$ cat src/hdl/krl_pkg.sv
// krl_pkg: types, codes and sizes shared by the keyed record list.
// Depends on nothing; every other file imports it.
`default_nettype none
package krl_pkg;

    localparam int DEPTH_DEF = 16;
    localparam int CMDQ_DEPTH = 2;

    localparam logic [2:0] CMD_INSERT  = 3'd0;
    localparam logic [2:0] CMD_DISPLAY = 3'd1;
    localparam logic [2:0] CMD_SEARCH  = 3'd2;
    localparam logic [2:0] CMD_REMOVE  = 3'd3;
    localparam logic [2:0] CMD_ALTER   = 3'd4;

    localparam logic [1:0] ST_OK        = 2'd0;
    localparam logic [1:0] ST_NOT_FOUND = 2'd1;
    localparam logic [1:0] ST_EMPTY     = 2'd2;
    localparam logic [1:0] ST_FULL      = 2'd3;

    typedef struct packed {
        logic [2:0]         command;
        logic signed [31:0] key;
        logic signed [31:0] new_key;
        logic [63:0]        name_low;
        logic [15:0]        name_high;
    } in_word_t;

    typedef struct packed {
        logic [1:0]         status;
        logic signed [31:0] key_res;
        logic [63:0]        name_low_res;
        logic [15:0]        name_high_res;
        logic               last;
    } out_word_t;

endpackage
`default_nettype wire

$ cat src/hdl/krl_front.sv
// krl_front: accepts command words, drops unknown codes, queues the rest.
// Depends on krl_pkg.
`default_nettype none
module krl_front (
    input  wire                clk,
    input  wire                rst_n,
    input  wire                push,
    output logic               full,
    input  krl_pkg::in_word_t  in_word,
    output logic               q_valid,
    input  wire                q_take,
    output krl_pkg::in_word_t  q_word
);
    import krl_pkg::*;

    in_word_t  mem_reg [CMDQ_DEPTH];
    logic      wr_reg, wr_next, rd_reg, rd_next;
    logic [1:0] cnt_reg, cnt_next;
    logic      acc, keep;

    assign full    = (cnt_reg == 2'(CMDQ_DEPTH));
    assign acc     = push && !full;
    assign keep    = acc && (in_word.command <= CMD_ALTER);
    assign q_valid = (cnt_reg != 2'd0);
    assign q_word  = mem_reg[rd_reg];

    always_comb
    begin
        wr_next  = keep ? !wr_reg : wr_reg;
        rd_next  = q_take ? !rd_reg : rd_reg;
        cnt_next = cnt_reg + 2'(keep) - 2'(q_take);
    end

    always_ff @(posedge clk or negedge rst_n)
    begin
        if (!rst_n)
        begin
            wr_reg  <= 1'b0;
            rd_reg  <= 1'b0;
            cnt_reg <= 2'd0;
        end
        else
        begin
            wr_reg  <= wr_next;
            rd_reg  <= rd_next;
            cnt_reg <= cnt_next;
        end
    end

    always_ff @(posedge clk)
    begin
        if (keep)
        begin
            mem_reg[wr_reg] <= in_word;
        end
    end
endmodule
`default_nettype wire

$ cat src/hdl/krl_back.sv
// krl_back: record table and command sequencer; scans, shifts and reports.
// Depends on krl_pkg.
`default_nettype none
module krl_back #(
    parameter int DEPTH = krl_pkg::DEPTH_DEF
) (
    input  wire                clk,
    input  wire                rst_n,
    input  wire                q_valid,
    output logic               q_take,
    input  krl_pkg::in_word_t  q_word,
    output logic               empty,
    input  wire                pop,
    output krl_pkg::out_word_t out_word
);
    import krl_pkg::*;

    localparam int IW = (DEPTH > 1) ? $clog2(DEPTH) : 1;
    localparam int CW = $clog2(DEPTH + 1);

    typedef enum logic [5:0] {
        S_IDLE  = 6'b000001,
        S_SCAN  = 6'b000010,
        S_READ  = 6'b000100,
        S_EMIT  = 6'b001000,
        S_SHIFT = 6'b010000,
        S_WAIT  = 6'b100000
    } state_t;

    logic [31:0] key_mem [DEPTH];
    logic [63:0] nlo_mem [DEPTH];
    logic [15:0] nhi_mem [DEPTH];

    state_t     state_reg, state_next;
    in_word_t   cmd_reg, cmd_next;
    logic [CW-1:0] count_reg, count_next;
    logic [CW-1:0] idx_reg, idx_next;
    logic       ovalid_reg, ovalid_next;
    out_word_t  out_reg, out_next;
    logic       rd_en;
    logic [IW-1:0] rd_addr;
    logic [31:0] rd_key;
    logic [63:0] rd_nlo;
    logic [15:0] rd_nhi;
    logic       wr_en;
    logic [IW-1:0] wr_addr;
    logic [31:0] wr_key;
    logic [63:0] wr_nlo;
    logic [15:0] wr_nhi;
    logic       slot_free;

    assign empty     = !ovalid_reg;
    assign out_word  = out_reg;
    assign slot_free = !ovalid_reg || pop;

    always_ff @(posedge clk)
    begin
        if (wr_en)
        begin
            key_mem[wr_addr] <= wr_key;
            nlo_mem[wr_addr] <= wr_nlo;
            nhi_mem[wr_addr] <= wr_nhi;
        end
        if (rd_en)
        begin
            rd_key <= key_mem[rd_addr];
            rd_nlo <= nlo_mem[rd_addr];
            rd_nhi <= nhi_mem[rd_addr];
        end
    end

    always_comb
    begin
        state_next  = state_reg;
        cmd_next    = cmd_reg;
        count_next  = count_reg;
        idx_next    = idx_reg;
        ovalid_next = ovalid_reg && !pop;
        out_next    = out_reg;
        q_take      = 1'b0;
        rd_en       = 1'b0;
        rd_addr     = idx_reg[IW-1:0];
        wr_en       = 1'b0;
        wr_addr     = idx_reg[IW-1:0];
        wr_key      = cmd_reg.key;
        wr_nlo      = cmd_reg.name_low;
        wr_nhi      = cmd_reg.name_high;
        case (state_reg)
            S_IDLE:
            begin
                if (q_valid && slot_free)
                begin
                    q_take   = 1'b1;
                    cmd_next = q_word;
                    idx_next = '0;
                    ovalid_next = 1'b1;
                    out_next = '{ST_OK, 32'sd0, 64'd0, 16'd0, 1'b1};
                    if (q_word.command == CMD_INSERT)
                    begin
                        if (count_reg == CW'(DEPTH))
                        begin
                            out_next.status = ST_FULL;
                        end
                        else
                        begin
                            wr_en   = 1'b1;
                            wr_addr = count_reg[IW-1:0];
                            wr_key  = q_word.key;
                            wr_nlo  = q_word.name_low;
                            wr_nhi  = q_word.name_high;
                            count_next = count_reg + 1'b1;
                            out_next = '{ST_OK, q_word.key, q_word.name_low,
                                         q_word.name_high, 1'b1};
                        end
                    end
                    else if (count_reg == '0)
                    begin
                        out_next.status = ST_EMPTY;
                    end
                    else
                    begin
                        ovalid_next = ovalid_reg && !pop;
                        rd_en      = 1'b1;
                        rd_addr    = '0;
                        state_next = S_READ;
                    end
                end
            end
            S_READ:
            begin
                state_next = (cmd_reg.command == CMD_DISPLAY) ? S_EMIT : S_SCAN;
            end
            S_SCAN:
            begin
                if (rd_key == cmd_reg.key)
                begin
                    state_next = S_EMIT;
                end
                else if (idx_reg + 1'b1 == count_reg)
                begin
                    if (slot_free)
                    begin
                        ovalid_next = 1'b1;
                        out_next = '{ST_NOT_FOUND, 32'sd0, 64'd0, 16'd0, 1'b1};
                        state_next = S_IDLE;
                    end
                end
                else
                begin
                    idx_next   = idx_reg + 1'b1;
                    rd_en      = 1'b1;
                    rd_addr    = idx_next[IW-1:0];
                    state_next = S_READ;
                end
            end
            S_EMIT:
            begin
                if (slot_free)
                begin
                    ovalid_next = 1'b1;
                    out_next = '{ST_OK, rd_key, rd_nlo, rd_nhi, 1'b1};
                    case (cmd_reg.command)
                        CMD_DISPLAY:
                        begin
                            if (idx_reg + 1'b1 == count_reg)
                            begin
                                state_next = S_IDLE;
                            end
                            else
                            begin
                                out_next.last = 1'b0;
                                idx_next   = idx_reg + 1'b1;
                                rd_en      = 1'b1;
                                rd_addr    = idx_next[IW-1:0];
                                state_next = S_READ;
                            end
                        end
                        CMD_ALTER:
                        begin
                            out_next.key_res = cmd_reg.new_key;
                            wr_en   = 1'b1;
                            wr_key  = cmd_reg.new_key;
                            wr_nlo  = rd_nlo;
                            wr_nhi  = rd_nhi;
                            state_next = S_IDLE;
                        end
                        CMD_REMOVE:
                        begin
                            if (idx_reg + 1'b1 == count_reg)
                            begin
                                count_next = count_reg - 1'b1;
                                state_next = S_IDLE;
                            end
                            else
                            begin
                                rd_en      = 1'b1;
                                rd_addr    = IW'(idx_reg + 1'b1);
                                state_next = S_WAIT;
                            end
                        end
                        default:
                        begin
                            state_next = S_IDLE;
                        end
                    endcase
                end
            end
            S_WAIT:
            begin
                state_next = S_SHIFT;
            end
            S_SHIFT:
            begin
                wr_en  = 1'b1;
                wr_key = rd_key;
                wr_nlo = rd_nlo;
                wr_nhi = rd_nhi;
                idx_next = idx_reg + 1'b1;
                if (idx_reg + 2'd2 >= count_reg)
                begin
                    count_next = count_reg - 1'b1;
                    state_next = S_IDLE;
                end
                else
                begin
                    rd_en      = 1'b1;
                    rd_addr    = IW'(idx_reg + 2'd2);
                    state_next = S_WAIT;
                end
            end
            default:
            begin
                state_next = S_IDLE;
            end
        endcase
    end

    always_ff @(posedge clk or negedge rst_n)
    begin
        if (!rst_n)
        begin
            state_reg  <= S_IDLE;
            count_reg  <= '0;
            ovalid_reg <= 1'b0;
        end
        else
        begin
            state_reg  <= state_next;
            count_reg  <= count_next;
            ovalid_reg <= ovalid_next;
        end
    end

    always_ff @(posedge clk)
    begin
        cmd_reg <= cmd_next;
        idx_reg <= idx_next;
        out_reg <= out_next;
    end
endmodule
`default_nettype wire

$ cat src/hdl/keyed_record_list.sv
// keyed_record_list: top level; joins the command queue to the table sequencer.
// Depends on krl_pkg, krl_front and krl_back.
//
// A table of up to DEPTH records (signed key, 10-byte name) in insertion order,
// driven by insert, display, search, remove and alter words. Words enter a
// two-entry queue; one command runs at a time. Insert and empty/full replies
// are registered straight from idle; search, alter and remove scan records
// one by one (S_READ, S_SCAN) over a table memory with one read and one
// write port; remove then moves each later record up (S_WAIT, S_SHIFT);
// display gives a word per record. Codes 5 to 7 are dropped with no result.
`default_nettype none
module keyed_record_list #(
    parameter int DEPTH = krl_pkg::DEPTH_DEF
) (
    input  wire                 clk,
    input  wire                 rst_n,
    input  wire                 push,
    output logic                full,
    input  krl_pkg::in_word_t   in_word,
    output logic                empty,
    input  wire                 pop,
    output krl_pkg::out_word_t  out_word
);
    import krl_pkg::*;

    logic     q_valid, q_take;
    in_word_t q_word;

    krl_front u_front (
        .clk(clk), .rst_n(rst_n), .push(push), .full(full), .in_word(in_word),
        .q_valid(q_valid), .q_take(q_take), .q_word(q_word)
    );

    krl_back #(.DEPTH(DEPTH)) u_back (
        .clk(clk), .rst_n(rst_n), .q_valid(q_valid), .q_take(q_take),
        .q_word(q_word), .empty(empty), .pop(pop), .out_word(out_word)
    );

    a_take_needs_valid: assert property (@(posedge clk) disable iff (!rst_n)
        q_take |-> q_valid) else $error("queue read while empty");
    a_hold_result: assert property (@(posedge clk) disable iff (!rst_n)
        (!empty && !pop) |=> (!empty && $stable(out_word)))
        else $error("waiting result changed");
    a_no_dropped_insert_status: assert property (@(posedge clk) disable iff (!rst_n)
        (!empty && out_word.status == ST_FULL) |-> out_word.key_res == 32'sd0)
        else $error("full status carries a record");
endmodule
`default_nettype wire

$ cat config.mk
export PLATFORM = sky130hd
export DESIGN_NAME = keyed_record_list
export DESIGN_NICKNAME = d
export VERILOG_FILES = /design/src/hdl/krl_pkg.sv /design/src/hdl/krl_front.sv /design/src/hdl/krl_back.sv /design/src/hdl/keyed_record_list.sv
export SDC_FILE = /design/constraint.sdc
export NUM_CORES = 2
export LEC_CHECK = 0
export ABC_AREA = 0
export ABC_CLOCK_PERIOD_IN_PS = 27200
export BUFFER_PORTS_ARGS = -buffer_cell sky130_fd_sc_hd__buf_2
export CAP_MARGIN = 20
export CORE_ASPECT_RATIO = 0.9
export CORE_MARGIN = 3
export CORE_UTILIZATION = 66
export DETAILED_ROUTE_END_ITERATION = 8
export GPL_ROUTABILITY_DRIVEN = 0
export PLACE_DENSITY = 0.84
export SETUP_SLACK_MARGIN = 0.2
export SLEW_MARGIN = 10
export SYNTH_ARGS = -nofsm -noshare
export SYNTH_HDL_FRONTEND = slang
export SYNTH_SLANG_ARGS = --single-unit
$ cat constraint.sdc
create_clock -name clk -period 27.2 [get_ports clk]
set_input_delay 1.36 -clock clk [delete_from_list [all_inputs] [get_ports clk]]
set_output_delay 1.36 -clock clk [all_outputs]
set_load 0.01 [all_outputs]
# ---- After elaboration in Yosys (flattened, before gate mapping)
# Memory sizes are Yosys's and may differ from the RTL's. A register that Yosys moved wholly into a read port is not among the register bits.
# Index checks and enable logic that the tools add are counted.
dict set report classes {
  eq_ne 27
  order_cmp 2
  reduce_logical 22
  addsub 6
  n_mux 100
}
# operator n
set ops {}
lappend ops {{$mux W115} 5}
lappend ops {{$pmux W115 S3} 1}
lappend ops {{$mux W64} 5}
lappend ops {{$mux W113} 2}
lappend ops {{$mux W32} 6}
lappend ops {{$pmux W64 S3} 1}
lappend ops {{$pmux W32 S3} 1}
lappend ops {{$mux W16} 5}
lappend ops {{$mux W5} 12}
lappend ops {{$mux W6} 9}
lappend ops {{$mux W4} 13}
lappend ops {{$pmux W16 S3} 1}
lappend ops {{$pmux W6 S6} 1}
lappend ops {{$eq A32 B32 Y1} 1}
lappend ops {{$mux W1} 27}
lappend ops {{$pmux W5 S4} 1}
lappend ops {{$ne A2 B1 Y1 const B} 9}
lappend ops {{$pmux W4 S4} 1}
lappend ops {{$pmux W5 S3} 1}
lappend ops {{$pmux W6 S2} 1}
lappend ops {{$add A5 B1 Y5 const B} 2}
lappend ops {{$reduce_and A5 Y1} 2}
lappend ops {{$ne A2 B2 Y1 const B} 4}
lappend ops {{$reduce_and A8 Y1} 1}
lappend ops {{other kinds (34)} 45}
dict set report totals {
  n_memories 4
  output_inout_bits 117
  mem_bits_rw 2086
  elab_cells 178
  ff_bits 283
}
# name depth word_bits read_ports rd_ports_with_merged_regs write_ports line
set memory_table {}
lappend memory_table {u_back.nlo_mem 16 64 1 1 1 krl_back.sv:31} ;# logic [63:0] nlo_mem [DEPTH];
lappend memory_table {u_back.key_mem 16 32 1 1 1 krl_back.sv:30} ;# logic [31:0] key_mem [DEPTH];
lappend memory_table {u_front.mem_reg 2 147 1 0 1 krl_front.sv:16} ;# in_word_t mem_reg [CMDQ_DEPTH];
lappend memory_table {u_back.nhi_mem 16 16 1 1 1 krl_back.sv:32} ;# logic [15:0] nhi_mem [DEPTH];

# ---- Depth between registers and ports, before layout
dict set report logic_depth {
  word_depth 7
  ltp_mapped 16
  mapped_depth_nobuf 11
}

# ---- By module
# A second synthesis with hierarchy kept.
dict set report unflattened {
  hier_cells 7355
  hier_area_um2 108235.1
}
# mod n_inst area_each_um2 cells_each
set by_module_without_submodules {}
lappend by_module_without_submodules {krl_back 1 97383.4 6878}
lappend by_module_without_submodules {krl_front 1 10851.7 477}

# ---- Worst setup path before layout
# OpenSTA, ideal clock, no wires.
dict set report synth_timing {
  path_kind {input -> register}
  from {in pop}
  to {mem u_back.key_mem[0][0], enable pin}
  path_stages 8
  arrival_time_ns 14.667
  path_slack_ns 11.948
  path_buffers 1
  path_cell_list {nand2b_1 o21ai_1 nor2_1 nand3_1 clkbuf_1 nor3_1 o21ai_0 nor2_1}
}
dict set report synth_between {
  elab_chain_len 6
}
# item line
set synth_rtl {}
lappend synth_rtl {{start, declared} keyed_record_list.sv:21} ;# input wire pop,
lappend synth_rtl {{$logic_or A1 B1 Y1 *} krl_back.sv:54} ;# assign slot_free = !ovalid_reg || pop;
lappend synth_rtl {{$logic_and A1 B1 Y1} krl_back.sv:91} ;# if (q_valid && slot_free)
lappend synth_rtl {{$mux W1} krl_back.sv:91}
lappend synth_rtl {{$pmux W1 S3} krl_back.sv:88} ;# case (state_reg)
lappend synth_rtl {{$mux W1} krl_back.sv:58} ;# if (wr_en)
lappend synth_rtl {{$mux W1 (implied by the code)} krl_back.sv:60} ;# key_mem[wr_addr] <= wr_key;
lappend synth_rtl {{end, declared} krl_back.sv:30}
# Every way passes the cells marked *; elsewhere a longest branch is shown, timed or not.

# ---- Final worst setup path
dict set report layout_timing {
  from {reg u_back.state_reg[1]}
  to {reg u_back.rd_nhi[3] (read register of u_back.nhi_mem) (data pin)}
}
dict set report layout_between {
  elab_chain_len 2
}
# item line
set layout_rtl {}
lappend layout_rtl {{start, declared} krl_back.sv:34} ;# state_t state_reg, state_next;
lappend layout_rtl {{start signal, assigned} krl_back.sv:248} ;# state_reg <= state_next;
lappend layout_rtl {{$eq A6 B5 Y1, or another cell as far along} krl_back.sv:88}
lappend layout_rtl {{$pmux W4 S4 / $pmux W1 S4 (equally long branches)} krl_back.sv:88}
lappend layout_rtl {{end, declared} krl_back.sv:44} ;# logic [15:0] rd_nhi;
# Several ways; a longest one is shown, not always the timed one.
# A chain may end at the register's enable or synchronous reset.

==> impl_metrics.py <==
metrics = {
    "logic_synthesis": {
        "synth_warnings": 0,
        "ys.flop_type": "edfxtp_1",
        "synth_compound_area_frac": 0.0802,
        "synth_top_area_share": 0.714,
        "syn_inst": 6871,
        "synth_mux_area_frac": 0.117,
        "synth-edff-count": 2465,
        "synthDistinctLibCells": 76,
        "synth_xor_area_frac": 0.00493,
        "yosysTopAreaCell": "edfxtp_1",
        "async_reset_ff_frac": 0.00645,
        "synthTopCellsByCount": "2465 x edfxtp_1, 1009 x mux2i_1, 774 x o21ai_0",
        "synth_nets": 7035,
        "ys_seq_area_frac": 0.718,
        "synthTopCellsByArea": "edfxtp_1 71%, mux2i_1 9.7%, o21ai_0 3.7%, nand3_1 3.3%, mux2_2 1.9%",
        "yosys.area_share.simple": 0.0479,
        "syn_area_per_cell_um2": 15.1,
        "synth-adder-area-share": 0.00164,
        "synth.most_common_cell": "edfxtp_1",
        "ys_seq_elements": 2481,
        "syn_area_mm2": 0.104,
        "synth_top_family_by_area": "multiplexers",
    },
    "detailed_routing": {
        "drc": 9,
        "drtAntennaViolNets": 0,
        "drt-initial-drc-count": 10405,
        "via_per_inst": 7.00,
        "wl_per_cell_um": 29.2,
        "routed_wl_mm": 269,
        "vias": 64413,
        "dr.pass1.iters": 9,
    },
    "timing": {
        "fin_skew_ns": 0.0583,
        "period_needed_ns": 8.13,
        "hold_viol": 0,
        "worst_pin_slew_ns": 1.21,
        "slew_violations": 0,
        "relSlewSlack": 0.193,
        "fmax_mhz": 123,
        "setup_viol": 0,
        "rsz0062_at_grt": "false",
        "post-route-period-util": 0.299,
        "setup_tns_ns": 0,
    },
    "pwr": {
        "pwr-share-clk": 0.230,
        "power_density_mw_per_mm2": 119,
        "internal_power_uw": 8570,
        "totalPowerFinal_uw": 13500,
        "p_seq_frac": 0.412,
        "power_frac_comb": 0.358,
        "vdd_ir_drop_max_uv": 186,
        "p_sw_frac": 0.366,
        "leakage_uw": 0.0402,
        "p_switching_uw": 4950,
    },
    "global_routing": {
        "grt_usage": 0.327,
        "grt_overflow": 0,
        "antenna_found_initial": 10,
        "grt_pass1_wl_mm": 397,
        "grt_max_degree": 267,
        "grt_pass1_vias": 63463,
    },
    "clock_tree": {
        "cts_root_buffer": "clkbuf_16",
        "insertion_delay_ns": 0.85,
        "cts_tree": "done",
        "cts_setup_buffers": 0,
        "post_cts_resized": 0,
        "clockBufferDepth": 3,
        "cts_buffers": 228,
        "htreeDepth": 4,
        "clock-sinks": 2481,
        "clkTransAtPathRegs_ns": 0.07,
        "hold_buffers": 0,
    },
    "die": {
        "core_mm2": 0.155,
        "die_y_um": 382,
        "pin_count": 268,
        "die_area_mm2": 0.162,
        "row_count": 137,
        "die_x_um": 424,
        "start_util": 0.667,
    },
    "critical_path": {
        "ff2ff_path_depth": 14,
        "crit_path_end_kind": "register",
        "worstPathCellList": "or4b_4, or3_2, nor2_8, nor2_2, o31ai_4, buf_4, buf_4, buf_4, buf_12, buf_4, nand3_1, mux2i_1, o21ai_0, o2111ai_1",
        "crit_top_cell": "buf_4",
        "crit_family": "buffers and inverters",
        "crit_cells": 14,
        "cp.required_ns": 27.88,
        "path_class": "register to register",
        "crit_fanout": 179,
        "critical_path.slowest_cell": "or3_2",
        "startpoint_type": "register",
        "arrival_ns": 8.81,
        "critPathBufInv": 5,
        "critPathMaxStageDelay_ns": 0.92,
    },
    "hold_path": {
        "hp-class": "input pin to asynchronous set/reset pin",
    },
    "finish": {
        "synthToLayoutAreaGrowth_pct": 9.50,
        "fin_nets": 7088,
        "drive_above_1_share": 0.130,
        "largest_register_ffs": 1024,
        "fillers": 9034,
    },
    "outcome": {
        "status": "finished with violations",
        "violations": "design-rule violations",
    },
    "place": {
        "port_buffers": 267,
        "hpwl_mm": 132,
    },
    "run": {
        "cap_violations": 0,
    },
}
[stage by stage]
stage / area (µm²) / worst slack [ns] / std cells / hold WS (ns) / util
after floorplan: 104000 / 11.95 / 6871 / 0.460 / -
after global placement: 106000 / 19.67 / 8778 / 0.525 / 0.683
after detailed placement: 106000 / 19.50 / 8778 / 0.534 / 0.683
after CTS: 113000 / 19.44 / 9205 / 0.399 / 0.730
after global routing: 113000 / 18.94 / 9208 / 0.442 / 0.730
final: 113000 / 19.07 / 9208 / 0.439 / 0.730
[cells in the final DEF, fill, tap and decap left out, types with 4 or more instances in the layout]
master,count
o22ai_1,32
o31ai_1,4
a221o_1,82
nor2_1,99
a222oi_1,32
a21oi_1,10
nor3_1,16
inv_6,6
xnor2_1,12
buf_4,96
o2111ai_1,112
edfxtp_1,2465
clkinv_2,40
mux2_2,178
clkinvlp_4,5
o21ai_0,774
buf_12,15
mux2i_1,1009
a31oi_1,5
clkbuf_1,55
o21ai_1,337
nor2_4,19
bufinv_16,16
nand2b_1,5
clkbuf_16,235
clkinv_1,59
dfrtp_1,14
buf_2,267
nand3_1,678
xor2_1,41
ha_1,12
clkbuf_8,7
nand2_1,163
nor4_1,12
inv_1,126
[cells by family after synthesis]
| group | Yosys count |
|---|---|
| adders and majority gates | 13 |
| muxes | 1188 |
| buffers and inverters | 683 |
| DFF | 2481 |
| xor gates and xnor gates | 55 |
| and+or+nand+nor | 1032 |
| AOI/OAI and AO/OA | 1419 |
[layout make-up]
| type | count | area, µm² | area share |
|---|---|---|---|
| sequential | 2481 | 74400 | 0.656 |
| multi-input combinational | 3707 | 26300 | 0.232 |
| clock buffer | 297 | 6180 | 0.0545 |
| tap | 2085 | 2610 | 0.0230 |
| timing repair buffer | 379 | 2380 | 0.0210 |
| clock inverter | 130 | 1070 | 0.00944 |
| inverter | 127 | 482 | 0.00424 |
| antenna | 2 | 5.00 | 0.0000441 |
[routing by layer]
| layer | track usage | share of wire | wire, µm |
|---|---|---|---|
| met5 | 0 | 0.000097 | 26 |
| met2 | 0.528 | 0.48 | 130000 |
| met1 | 0.431 | 0.35 | 92700 |
| met4 | 0.157 | 0.052 | 14000 |
| met3 | 0.0639 | 0.12 | 32400 |
[path summary, 6_finish.rpt]
check,from,end,slack [ns]
setup / recovery,u_back.state_reg[1],u_back.rd_nhi[3],19.07
min in group clk,u_front.mem_reg[1][81],u_back.cmd_reg[81],0.55
max in group asynchronous,rst_n,u_front.rd_reg,26.39
hold / removal,rst_n,u_back.count_reg[2],0.44
hold reg to reg,u_front.mem_reg[1][81],u_back.cmd_reg[81],0.55
setup reg to reg,u_back.state_reg[1],u_back.rd_nhi[3],19.07
[power by group through the flow]
| stage | Combinational, µW | Sequential (µW) | Clock [µW] |
|---|---|---|---|
| final | 4850 | 5570 | 3110 |
| after CTS | 4730 | 5560 | 3130 |
| after global routing | 5120 | 5590 | 3280 |
| after global placement | 4500 | 5610 | 0 |
| after floorplan | 3350 | 5630 | 0 |
| after detailed placement | 4680 | 5630 | 0 |
(Power assumes the default switching activity.)
